<file path="config.mk">
export PLATFORM = sky130hd
export DESIGN_NAME = tag_reader_line_parser
export DESIGN_NICKNAME = d
export VERILOG_FILES = /design/src/sv/lrp_pkg.sv /design/src/sv/lrp_ram.sv /design/src/sv/lrp_ctrl.sv /design/src/sv/tag_reader_line_parser.sv
export SDC_FILE = /design/constraint.sdc
export NUM_CORES = 1
export LEC_CHECK = 0
export ABC_AREA = 1
export ABC_CLOCK_PERIOD_IN_PS = 2700
export BUFFER_PORTS_ARGS = -buffer_cell sky130_fd_sc_hd__buf_4
export CORE_ASPECT_RATIO = 0.8
export CORE_UTILIZATION = 56
export CTS_CLUSTER_DIAMETER = 30
export DETAILED_ROUTE_END_ITERATION = 16
export HOLD_SLACK_MARGIN = 0.06
export PLACE_DENSITY = 0.72
export SLEW_MARGIN = 0
export SYNTH_ARGS = -nofsm -noshare
export SYNTH_HDL_FRONTEND = slang
export SYNTH_SLANG_ARGS = --single-unit
</file>
<file path="constraint.sdc">
create_clock -name clk -period 2.7 [get_ports clk]
set_input_delay 0.54 -clock clk [delete_from_list [all_inputs] [get_ports clk]]
set_output_delay 0.54 -clock clk [all_outputs]
set_load 0.02 [all_outputs]
</file>
<file path="src/sv/lrp_pkg.sv">
`timescale 1ns / 1ps
// Shared types, constants and keyword tables for the tag reader line parser.
// Used by lrp_ctrl and the top level; depends on nothing else.
package lrp_pkg;

	localparam int LineBytes = 64;
	localparam int Cap = LineBytes - 1;
	localparam int AddrW = $clog2(LineBytes);
	localparam int TagOffset = 6;

	localparam logic [7:0] ChNul = 8'd0;
	localparam logic [7:0] ChLf = 8'd10;
	localparam logic [7:0] ChCr = 8'd13;
	localparam logic [7:0] ChDel = 8'd127;

	localparam logic [AddrW-1:0] LenNone = AddrW'(4);
	localparam logic [AddrW-1:0] LenInvalid = AddrW'(7);

	typedef enum logic [1:0] {
		ST_IDLE,
		ST_RD,
		ST_PUT,
		ST_EMPTY
	} st_t;

	typedef struct packed {
		logic load;
		logic [6:0] ch;
		logic empty;
		logic last;
	} out_load_t;

	function automatic logic [6:0] kw_none(input logic [AddrW-1:0] p);
		logic [6:0] c;
		c = 7'h00;
		case (p)
			AddrW'(0): c = 7'h4E;
			AddrW'(1): c = 7'h4F;
			AddrW'(2): c = 7'h4E;
			AddrW'(3): c = 7'h45;
			default: c = 7'h00;
		endcase
		return c;
	endfunction

	function automatic logic [6:0] kw_invalid(input logic [AddrW-1:0] p);
		logic [6:0] c;
		c = 7'h00;
		case (p)
			AddrW'(0): c = 7'h49;
			AddrW'(1): c = 7'h4E;
			AddrW'(2): c = 7'h56;
			AddrW'(3): c = 7'h41;
			AddrW'(4): c = 7'h4C;
			AddrW'(5): c = 7'h49;
			AddrW'(6): c = 7'h44;
			default: c = 7'h00;
		endcase
		return c;
	endfunction

endpackage

</file>
<file path="src/sv/lrp_ram.sv">
`timescale 1ns / 1ps
// Simple dual-port synchronous RAM with one write port and one registered read port.
// Generic; no package dependencies.
module lrp_ram #(
	parameter int DEPTH = 64,
	parameter int WIDTH = 7
) (
	input  logic                     clk,
	input  logic                     we,
	input  logic [$clog2(DEPTH)-1:0] waddr,
	input  logic [WIDTH-1:0]         wdata,
	input  logic                     re,
	input  logic [$clog2(DEPTH)-1:0] raddr,
	output logic [WIDTH-1:0]         rdata
);

	logic [WIDTH-1:0] mem [DEPTH];

	always_ff @(posedge clk) begin
		if (we) begin
			mem[waddr] <= wdata;
		end
		if (re) begin
			rdata <= mem[raddr];
		end
	end

endmodule

</file>
<file path="src/sv/lrp_ctrl.sv">
`timescale 1ns / 1ps
// Line assembly and readout sequencer of the tag reader line parser.
// Depends on lrp_pkg and drives one lrp_ram holding the current line.
module lrp_ctrl (
	input  logic                      clk,
	input  logic                      arst_n,
	input  logic                      s_tvalid,
	output logic                      s_tready,
	input  logic [7:0]                s_tdata,
	input  logic                      slot_free,
	output lrp_pkg::out_load_t        ld
);

	lrp_pkg::st_t state_q, state_n;

	logic [lrp_pkg::AddrW-1:0] len_q;
	logic [lrp_pkg::AddrW-1:0] end_q;
	logic [lrp_pkg::AddrW-1:0] rd_ptr_q;
	logic tag_q;
	logic none_q;
	logic inv_q;

	logic acc;
	logic is_nul;
	logic is_end;
	logic line_tag;
	logic none_hit;
	logic inv_hit;
	logic last_ch;
	logic we;
	logic re;
	logic [6:0] rdata;

	assign acc = s_tvalid && s_tready;
	assign is_nul = (s_tdata == lrp_pkg::ChNul);
	assign is_end = (s_tdata == lrp_pkg::ChLf) || (s_tdata == lrp_pkg::ChCr) ||
		(s_tdata >= lrp_pkg::ChDel) || (len_q == lrp_pkg::AddrW'(lrp_pkg::Cap));
	assign line_tag = !((none_q && (len_q == lrp_pkg::LenNone)) ||
		(inv_q && (len_q == lrp_pkg::LenInvalid)));
	assign none_hit = (len_q < lrp_pkg::LenNone) &&
		(s_tdata[6:0] == lrp_pkg::kw_none(len_q)) && ((len_q == '0) || none_q);
	assign inv_hit = (len_q < lrp_pkg::LenInvalid) &&
		(s_tdata[6:0] == lrp_pkg::kw_invalid(len_q)) && ((len_q == '0) || inv_q);
	assign last_ch = ((rd_ptr_q + lrp_pkg::AddrW'(1)) == end_q);
	assign we = acc && !is_nul && !is_end;

	lrp_ram #(
		.DEPTH(lrp_pkg::LineBytes),
		.WIDTH(7)
	) u_ram (
		.clk  (clk),
		.we   (we),
		.waddr(len_q),
		.wdata(s_tdata[6:0]),
		.re   (re),
		.raddr(rd_ptr_q),
		.rdata(rdata)
	);

	always_comb begin
		state_n = state_q;
		unique case (state_q)
			lrp_pkg::ST_IDLE: begin
				if (acc && !is_nul && is_end && (len_q != '0)) begin
					if (line_tag && !tag_q) begin
						if (len_q <= lrp_pkg::AddrW'(lrp_pkg::TagOffset)) begin
							state_n = lrp_pkg::ST_EMPTY;
						end else begin
							state_n = lrp_pkg::ST_RD;
						end
					end else if (!line_tag && tag_q) begin
						state_n = lrp_pkg::ST_EMPTY;
					end
				end
			end
			lrp_pkg::ST_RD: begin
				state_n = lrp_pkg::ST_PUT;
			end
			lrp_pkg::ST_PUT: begin
				if (slot_free) begin
					state_n = last_ch ? lrp_pkg::ST_IDLE : lrp_pkg::ST_RD;
				end
			end
			lrp_pkg::ST_EMPTY: begin
				if (slot_free) begin
					state_n = lrp_pkg::ST_IDLE;
				end
			end
			default: state_n = lrp_pkg::ST_IDLE;
		endcase
	end

	always_comb begin
		s_tready = 1'b0;
		re = 1'b0;
		ld = '0;
		unique case (state_q)
			lrp_pkg::ST_IDLE: begin
				s_tready = 1'b1;
			end
			lrp_pkg::ST_RD: begin
				re = 1'b1;
			end
			lrp_pkg::ST_PUT: begin
				ld.load = slot_free;
				ld.ch = rdata;
				ld.last = last_ch;
			end
			lrp_pkg::ST_EMPTY: begin
				ld.load = slot_free;
				ld.empty = 1'b1;
				ld.last = 1'b1;
			end
			default: begin
				s_tready = 1'b0;
			end
		endcase
	end

	always_ff @(posedge clk or negedge arst_n) begin
		if (!arst_n) begin
			state_q <= lrp_pkg::ST_IDLE;
			len_q <= '0;
			tag_q <= 1'b0;
			none_q <= 1'b0;
			inv_q <= 1'b0;
			end_q <= '0;
			rd_ptr_q <= '0;
		end else begin
			state_q <= state_n;
			if (acc && !is_nul) begin
				if (is_end) begin
					if (len_q != '0) begin
						tag_q <= line_tag;
						end_q <= len_q;
						rd_ptr_q <= lrp_pkg::AddrW'(lrp_pkg::TagOffset);
					end
					len_q <= '0;
				end else begin
					len_q <= len_q + lrp_pkg::AddrW'(1);
					none_q <= none_hit;
					inv_q <= inv_hit;
				end
			end
			if ((state_q == lrp_pkg::ST_PUT) && slot_free) begin
				rd_ptr_q <= rd_ptr_q + lrp_pkg::AddrW'(1);
			end
		end
	end

endmodule

</file>
<file path="src/sv/tag_reader_line_parser.sv">
`timescale 1ns / 1ps
// Tag reader line parser: collects serial bytes into lines and publishes tag text.
// Top level; depends on lrp_pkg, lrp_ctrl and lrp_ram.
//
// Bytes arrive on the slave stream, one byte per word in s_tdata. A zero byte is
// ignored; CR, LF, any byte of 127 or more, or any byte arriving on a full line of
// 63 characters ends the line. Other bytes are stored in an on-chip line RAM, one
// word per cycle while s_tready is high. A line end that changes the tag state from
// absent to present starts a readout of the characters from offset 6 onward; each
// character is read from the RAM and then loaded into the output register. A change
// from present to absent, or a tag line too short to hold text, yields one empty
// word, loaded into the output register from the sequencer's empty state. The
// master stream carries the character and empty flag in m_tdata and marks the end
// of a run with m_tlast. While a run is being read out s_tready is low. When the
// receiver stalls, the word waits in the output register and the readout pauses;
// the block accepts new bytes as soon as the last word of a run sits in that
// register. Reset clears the line length, the tag state and the output valid flag.
module tag_reader_line_parser (
	input  logic       clk,
	input  logic       arst_n,
	input  logic       s_tvalid,
	output logic       s_tready,
	input  logic [7:0] s_tdata,  // [7:0] rx_byte
	output logic       m_tvalid,
	input  logic       m_tready,
	output logic [7:0] m_tdata,  // [6:0] tag_char, [7] empty_res
	output logic       m_tlast
);

	lrp_pkg::out_load_t ld;
	logic vld_q;
	logic [6:0] ch_q;
	logic empty_q;
	logic last_q;
	logic slot_free;

	assign slot_free = !vld_q || m_tready;

	lrp_ctrl u_ctrl (
		.clk      (clk),
		.arst_n   (arst_n),
		.s_tvalid (s_tvalid),
		.s_tready (s_tready),
		.s_tdata  (s_tdata),
		.slot_free(slot_free),
		.ld       (ld)
	);

	always_ff @(posedge clk or negedge arst_n) begin
		if (!arst_n) begin
			vld_q <= 1'b0;
		end else if (ld.load) begin
			vld_q <= 1'b1;
		end else if (m_tready) begin
			vld_q <= 1'b0;
		end
	end

	always_ff @(posedge clk) begin
		if (ld.load) begin
			ch_q <= ld.ch;
			empty_q <= ld.empty;
			last_q <= ld.last;
		end
	end

	assign m_tvalid = vld_q;
	assign m_tdata = {empty_q, ch_q};
	assign m_tlast = last_q;

endmodule

</file>
# Word-level counts from Yosys, hierarchy flattened
# Memory sizes are Yosys's and may differ from the RTL's. A register that Yosys moved wholly into a read port is not among the register bits.
# Cells that the tools add are included.
[word_totals] word_cells=104 output_inout_bits=11 rom_bits=0 latch_bits=0 in_bits=12 mem_count=1 reg_bits=33 ramBits=448
[mem_list] memory="u_ctrl.u_ram.mem" words=64 width=7 read_ports=1 rd_ports_with_merged_regs=1 wr=1 line_no="lrp_ram.sv:17" source="logic [WIDTH-1:0] mem [DEPTH];"
[op_classes] multipliers=0 n_div=0 shifts=0 addsub=2 order_cmp=4 mux=24 n_reduce_logical=41 bitwise=1 eq_ne=20
[ops] operator="7-bit case mux with 6 select lines" n=1
[ops] operator="6-bit 2-to-1 mux" n=5
[ops] operator="6-bit by 3-bit == test with 1-bit output, second input constant" n=4
[ops] operator="7-bit case mux with 3 select lines" n=1
[ops] operator="8-bit by 4-bit == test with 1-bit output, second input constant" n=2
[ops] operator="7-bit == test" n=2
[ops] operator="1-bit logical AND" n=14
[ops] operator="6-bit by 1-bit adder with 6-bit output, second input constant" n=2
[ops] operator="6-bit by 2-bit == test with 1-bit output, second input constant" n=2
[ops] operator="6-bit by 3-bit < comparator with 1-bit output, second input constant" n=2
[ops] operator="2-bit 2-to-1 mux" n=6
[ops] operator="1-bit 2-to-1 mux" n=9
[ops] operator="8-bit by 7-bit >= comparator with 1-bit output, second input constant" n=1
[ops] operator="8-bit logical NOT" n=1
[ops] operator="2-bit case mux with 4 select lines" n=1
[ops] operator="2-bit nonzero test" n=4
[ops] operator="1-bit logical OR" n=7
[ops] operator="6-bit by 1-bit == test with 1-bit output, second input constant" n=1
[ops] operator="6-bit == test" n=1
[ops] operator="6-bit == test, second input constant" n=1
[ops] operator="6-bit by 3-bit less-or-equal comparator with 1-bit output, second input constant" n=1
[ops] operator="6-bit logical NOT" n=1
[ops] operator="2-bit by 1-bit inequality test with 1-bit output, second input constant" n=3
[ops] operator="3-bit AND reduction" n=2
[ops] operator="11 further kinds" n=18

# Depth between registers and ports, before layout
[logic_depth] word_depth=8 mapped_depth=14

# Modules after synthesis
# Synthesis repeated with hierarchy kept, for this count alone.
[hier_totals] cells_unflattened=1878 area_unflattened_um2=20799.9
[by_module_without_submodules] module="lrp_ram" cells_each=1590 n_inst=1 area_per_inst_um2=18615.4
[by_module_without_submodules] module="lrp_ctrl" cells_each=273 n_inst=1 area_per_inst_um2=1861.8
[by_module_without_submodules] module="tag_reader_line_parser" cells_each=15 n_inst=1 area_per_inst_um2=322.8

# Worst setup path after synthesis
# No wires, ideal clock.
[synth_path] path_kind="input port to flip-flop" from="input port s_tdata[6]" to="memory u_ctrl.u_ram.mem[6][0] (enable)" path_stages=7 t_required_ns=2.320 slack_ns=0.553 t_arrival_ns=1.766 cell_sequence="inv_1 > nor2_1 > a21oi_1 > nand3_2 > nor2_4 > nand2_2 > nor3_1"
[synth_between] elab_chain_len=8 elab_cells_between_ends=13 cone_classes="1 x order compare; 2 x eq/ne; 2 x mux; 8 x reduce/logical"
[synth_rtl] element="start: declaration" line_no="tag_reader_line_parser.sv:23" source="input logic [7:0] s_tdata,"
[synth_rtl] element="parallel branches: the longest is 5 deep, another holds 8-bit by 7-bit >= comparator with 1-bit output"
[synth_rtl] element="1-bit logical AND *" line_no="lrp_ctrl.sv:45" source="assign we = acc && !is_nul && !is_end;"
[synth_rtl] element="1-bit 2-to-1 mux *" line_no="lrp_ram.sv:20" source="if (we) begin"
[synth_rtl] element="1-bit 2-to-1 mux (not written as such) *" line_no="lrp_ram.sv:21" source="mem[waddr] <= wdata;"
[synth_rtl] element="end: declaration" line_no="lrp_ram.sv:17"
# Every way passes the cells marked *.

# Worst setup path in the final report
[layout_path] from="register u_ctrl.state_q[1]" to="memory u_ctrl.u_ram.mem[35][2] (enable)"
[layout_between] elab_chain_len=7
[layout_rtl] element="start: declaration" line_no="lrp_ctrl.sv:14" source="lrp_pkg::st_t state_q, state_n;"
[layout_rtl] element="start signal: assignment" line_no="lrp_ctrl.sv:122" source="state_q <= lrp_pkg::ST_IDLE;"
[layout_rtl] element="start signal: assignment" line_no="lrp_ctrl.sv:130" source="state_q <= state_n;"
[layout_rtl] element="2-bit logical NOT" line_no="lrp_ctrl.sv:97" source="unique case (state_q)"
[layout_rtl] element="1-bit 2-to-1 mux" line_no="lrp_ctrl.sv:97"
[layout_rtl] element="1-bit logical AND" line_no="lrp_ctrl.sv:34" source="assign acc = s_tvalid && s_tready;"
[layout_rtl] element="1-bit logical AND (2 in a row)" line_no="lrp_ctrl.sv:45"
[layout_rtl] element="1-bit 2-to-1 mux" line_no="lrp_ram.sv:20"
[layout_rtl] element="1-bit 2-to-1 mux (not written as such)" line_no="lrp_ram.sv:21"
# Every way passes these cells.

==> results by group <==
Detailed routing
  • DR DRC count: 0
  • Vias per std cell: 5.98
  • Final WL: 53.8 mm
  • Routed Antenna Nets: 0
  • Drt wl/cell: 22.3 um
  • 1st-iter DRT viols: 2069
  • Drt pass-1 iters: 6
  • Via count: 14387

Synthesis
  • Post-Syn Nets: 1778
  • Yosys warning count: 0
  • Compound-Gate Fraction of Synth Area: 10.2%
  • XOR/XNOR Fraction of Synth Area: 0.325%
  • Simple-gate share of the synthesized area: 14.5%
  • Largest family of logic cells by synthesized area: simple AND/OR/NAND/NOR gates
  • Post-synthesis cell count: 1761
  • Flops & latches, synth: 488
  • Mean Syn Cell Area: 11.6 um^2
  • Mux contribution to synthesized area: 0%
  • Cell variety after synth: 42
  • Mapped Area: 20400 um^2
  • Adder-Cell Fraction of Synth Area: 0.306%
  • Seq/Total Area, Yosys: 71.1%

Critical path
  • Worst Path Required: 2.92 ns
  • Reg-to-Reg End: u_ctrl.u_ram.mem[35][2]
  • Max incr delay on CP: 0.40 ns
  • Slowest CP cell: dfrtp_1
  • WS Path Type: flop to flop
  • Worst setup path startpoint: u_ctrl.state_q[1]
  • R2R Path Start: u_ctrl.state_q[1]
  • Reg2reg setup slack: 0.18 ns
  • Crit path max-delay family: simple AND/OR/NAND/NOR gates
  • CP startpoint kind: flop
  • Worst-path fanout max: 9
  • Critical Path Sink Type: flop
  • Crit path buf inv count: 2
  • Critical Path, Cell by Cell: inv_1, nand2_1, nor2_1, o21ai_2, nor2_4, nand3_1, buf_4, nor2_2
  • FF-to-FF path depth: 8
  • Worst EP arrival: 2.75 ns

Layout
  • Commonest cells after routing, fill and taps aside: edfxtp_1 (464), nand2_1 (387), nor2_1 (271)
  • Layout cells sized above 1: 13.9%
  • Post-route insts no fill: 2406
  • P&R area growth vs syn: 18.1%
  • Nets: 1885
  • Commonest non-fill, non-tap cell in the layout: edfxtp_1

Clock network
  • CTS tree: built
  • CTS Buf Count: 75
  • CTS H-tree depth: 3
  • Clk pin slew, worst setup/hold paths: 0.05 ns
  • Sink Count: 488
  • Post-CTS setup buffer count: 0
  • Max Root-Sink Buffers: 3
  • Clock root buffer: clkbuf_16
  • Clock latency on the worst-skew pair: 0.60 ns

Floorplanning
  • Die H: 173 um
  • Placeable Area: 35900 um^2
  • Die area: 37300 um^2
  • IO Pins: 23
  • Die Wd: 216 um
  • Initial core utilization: 56.9%
  • Placement Rows: 62

Power
  • Final total power: 0.0252 W
  • Power per cell area: 1040 nW/um^2
  • Leak: 8.65 nW
  • VDD IR max: 0.883 mV

Min path
  • Min-Delay Endpoint: u_ctrl.u_ram.mem[3][4]
  • Hold depth: 1
  • HP Class: primary input to flop
  • Hold wc startpoint: s_tdata[4]

Placement
  • Placed cells: 2270
  • IO buf count: 22
  • Dpl ws: -0.129 ns
  • Hpwl dp: 31.6 mm
  • Placer Congestion: 0.850

GRT
  • First-pass GRT wire length: 81.6 mm
  • Initial antenna violation count: 1
  • Vias in the first global route: 14125
  • Total Routing Usage GR: 29.3%
  • Overflow after GRT: 0
  • Largest net degree at the start of global routing: 116

STA
  • Post-route setup slack: 0.177 ns
  • Pins over their slew limit: 0
  • Fin crit share: 93.4%
  • Rel. slew slack: 35.6%
  • RSZ-0062 raised after global routing: no
  • Tmin final: 2.52 ns
  • Max Clk Rate: 396 MHz
  • Slew at the pin closest to its max-slew limit: 0.966 ns
  • Clock skew: 0.0175 ns
  • Setup violations, final: 0
  • Fin. Hold Viols: 0

Job
  • MaxCap Viol Count: 0

Run status
  • Run status: finished clean
-- worst register-to-register path: stages, from the launching register on --
cell and delay (ns):
dfrtp_1 0.40, inv_1 0.14, nand2_1 0.10, nor2_1 0.25, o21ai_2 0.14, nor2_4 0.26
nand3_1 0.25, buf_4 0.23, nor2_2 0.38
-- layout make-up --
type | count | area (um^2)
flip-flops and latches | 488 | 14500
well taps | 480 | 601
diodes | 1 | 2.50
repair buffers | 128 | 1060
multi-input cells | 1125 | 5200
clock buffers | 85 | 1960
inverters | 50 | 193
fillers | 2498 | 11800
clock inverters | 49 | 561
-- metal layers --
layer / part of all wire [%] / global-route usage (%) / up-vias
met5: 0 / 0 / -
met2: 45 / 43.5 / 897
met3: 11 / 8.11 / 136
met1: 41 / 41.5 / 6911
li1: - / - / 6443
met4: 3.4 / 11.3 / 0
-- cell usage after synthesis --
| master | count | area, um^2 |
|---|---|---|
| inv_1 | 43 | 161 |
| xor2_1 | 4 | 35.0 |
| nor2_1 | 273 | 1020 |
| or2_2 | 1 | 6.26 |
| xnor2_1 | 1 | 8.76 |
| nor3b_1 | 2 | 15.0 |
| o22ai_1 | 60 | 375 |
| clkbuf_2 | 1 | 5.00 |
| inv_4 | 1 | 6.26 |
| nor2_8 | 1 | 20.0 |
| clkinv_1 | 4 | 15.0 |
| nand2_1 | 389 | 1460 |
| o211ai_1 | 3 | 22.5 |
| nor2_2 | 1 | 6.26 |
| nand2_4 | 1 | 11.3 |
| o21a_1 | 1 | 7.51 |
| nor3_1 | 4 | 20.0 |
| ha_1 | 5 | 62.6 |
| o41ai_1 | 1 | 8.76 |
| o21ai_2 | 2 | 17.5 |
| buf_4 | 16 | 120 |
| o21ai_0 | 168 | 841 |
| nand3b_1 | 2 | 15.0 |
| xnor3_1 | 1 | 22.5 |
| nor2_4 | 1 | 11.3 |
| clkbuf_1 | 44 | 165 |
| edfxtp_1 | 464 | 13900 |
| dfrtp_1 | 24 | 601 |
| buf_1 | 2 | 7.51 |
| nand4_1 | 8 | 50.1 |
| inv_2 | 2 | 7.51 |
| buf_2 | 29 | 145 |
| nand3_4 | 1 | 17.5 |
| nand2_2 | 6 | 37.5 |
| or2_1 | 1 | 6.26 |
| nand3_1 | 52 | 260 |
| a21oi_1 | 61 | 305 |
| a21boi_0 | 57 | 428 |
| buf_6 | 6 | 67.6 |
| nand3_2 | 1 | 10.0 |
| o21ai_1 | 16 | 80.1 |
| a22oi_1 | 1 | 7.51 |
-- how the worst max path moves through the flow --
| stage | endpoint | slack [ns] | depth (start not counted) |
|---|---|---|---|
| detailed placement | u_ctrl.u_ram.mem[35][1] | -0.13 | 9 |
| global placement | u_ctrl.u_ram.mem[63][2] | -0.01 | 8 |
| floorplan | u_ctrl.u_ram.mem[6][0] | 0.55 | 7 |
| global route | u_ctrl.u_ram.mem[35][2] | 0.03 | 8 |
| CTS | u_ctrl.u_ram.mem[63][5] | 0.05 | 7 |
| finish | u_ctrl.u_ram.mem[35][2] | 0.18 | 8 |
-- where the power goes --
part	total, W	switching, W	internal [W]
Clock	0.00960	0.00355	0.00605
Sequential	0.00884	0.000203	0.00864
Combinational	0.00676	0.00475	0.00201
Total	0.0252	0.00851	0.0167
-- flip-flops by register name, summed over array words and instances (netlist names) --
register	flops
empty_q	1
u_ctrl.tag_q	1
u_ctrl.u_ram.rdata	7
m_tlast	1
u_ctrl.inv_q	1
ch_q	7
m_tvalid	1
u_ctrl.len_q	6
u_ctrl.state_q	2
u_ctrl.none_q	1
u_ctrl.end_q	6
u_ctrl.u_ram.mem	448
u_ctrl.rd_ptr_q	6
-- cells by family (layout without fill, tap and decap cells) --
| group | Yosys count | count (layout) |
|---|---|---|
| flops | 488 | 488 |
| buf+inv | 148 | 312 |
| xor+xnor | 6 | 6 |
| compound gates | 370 | 370 |
| fa+ha+maj | 5 | 5 |
| simple gates | 744 | 744 |
| other cells | 0 | 1 |
-- what timing repair did --
action                                  CTS  global route
hold endpoints to repair                 24             0
endpoints found under the setup margin    1            49
hold buffers                              1             0
resized for setup                         1             2
-- metrics by stage --
step                hold WS [ns]  util [%]  cell area [um^2]  TNS [ns]
global route               0.238      67.1             24100         0
CTS                        0.226      67.1             24100         0
finish                     0.252      67.1             24100         0
detailed placement         0.471      60.1             21600     -1.82
floorplan                  0.244         -             20400         0
global placement           0.464      60.1             21600   -0.0783
(Power assumes the default switching activity.)
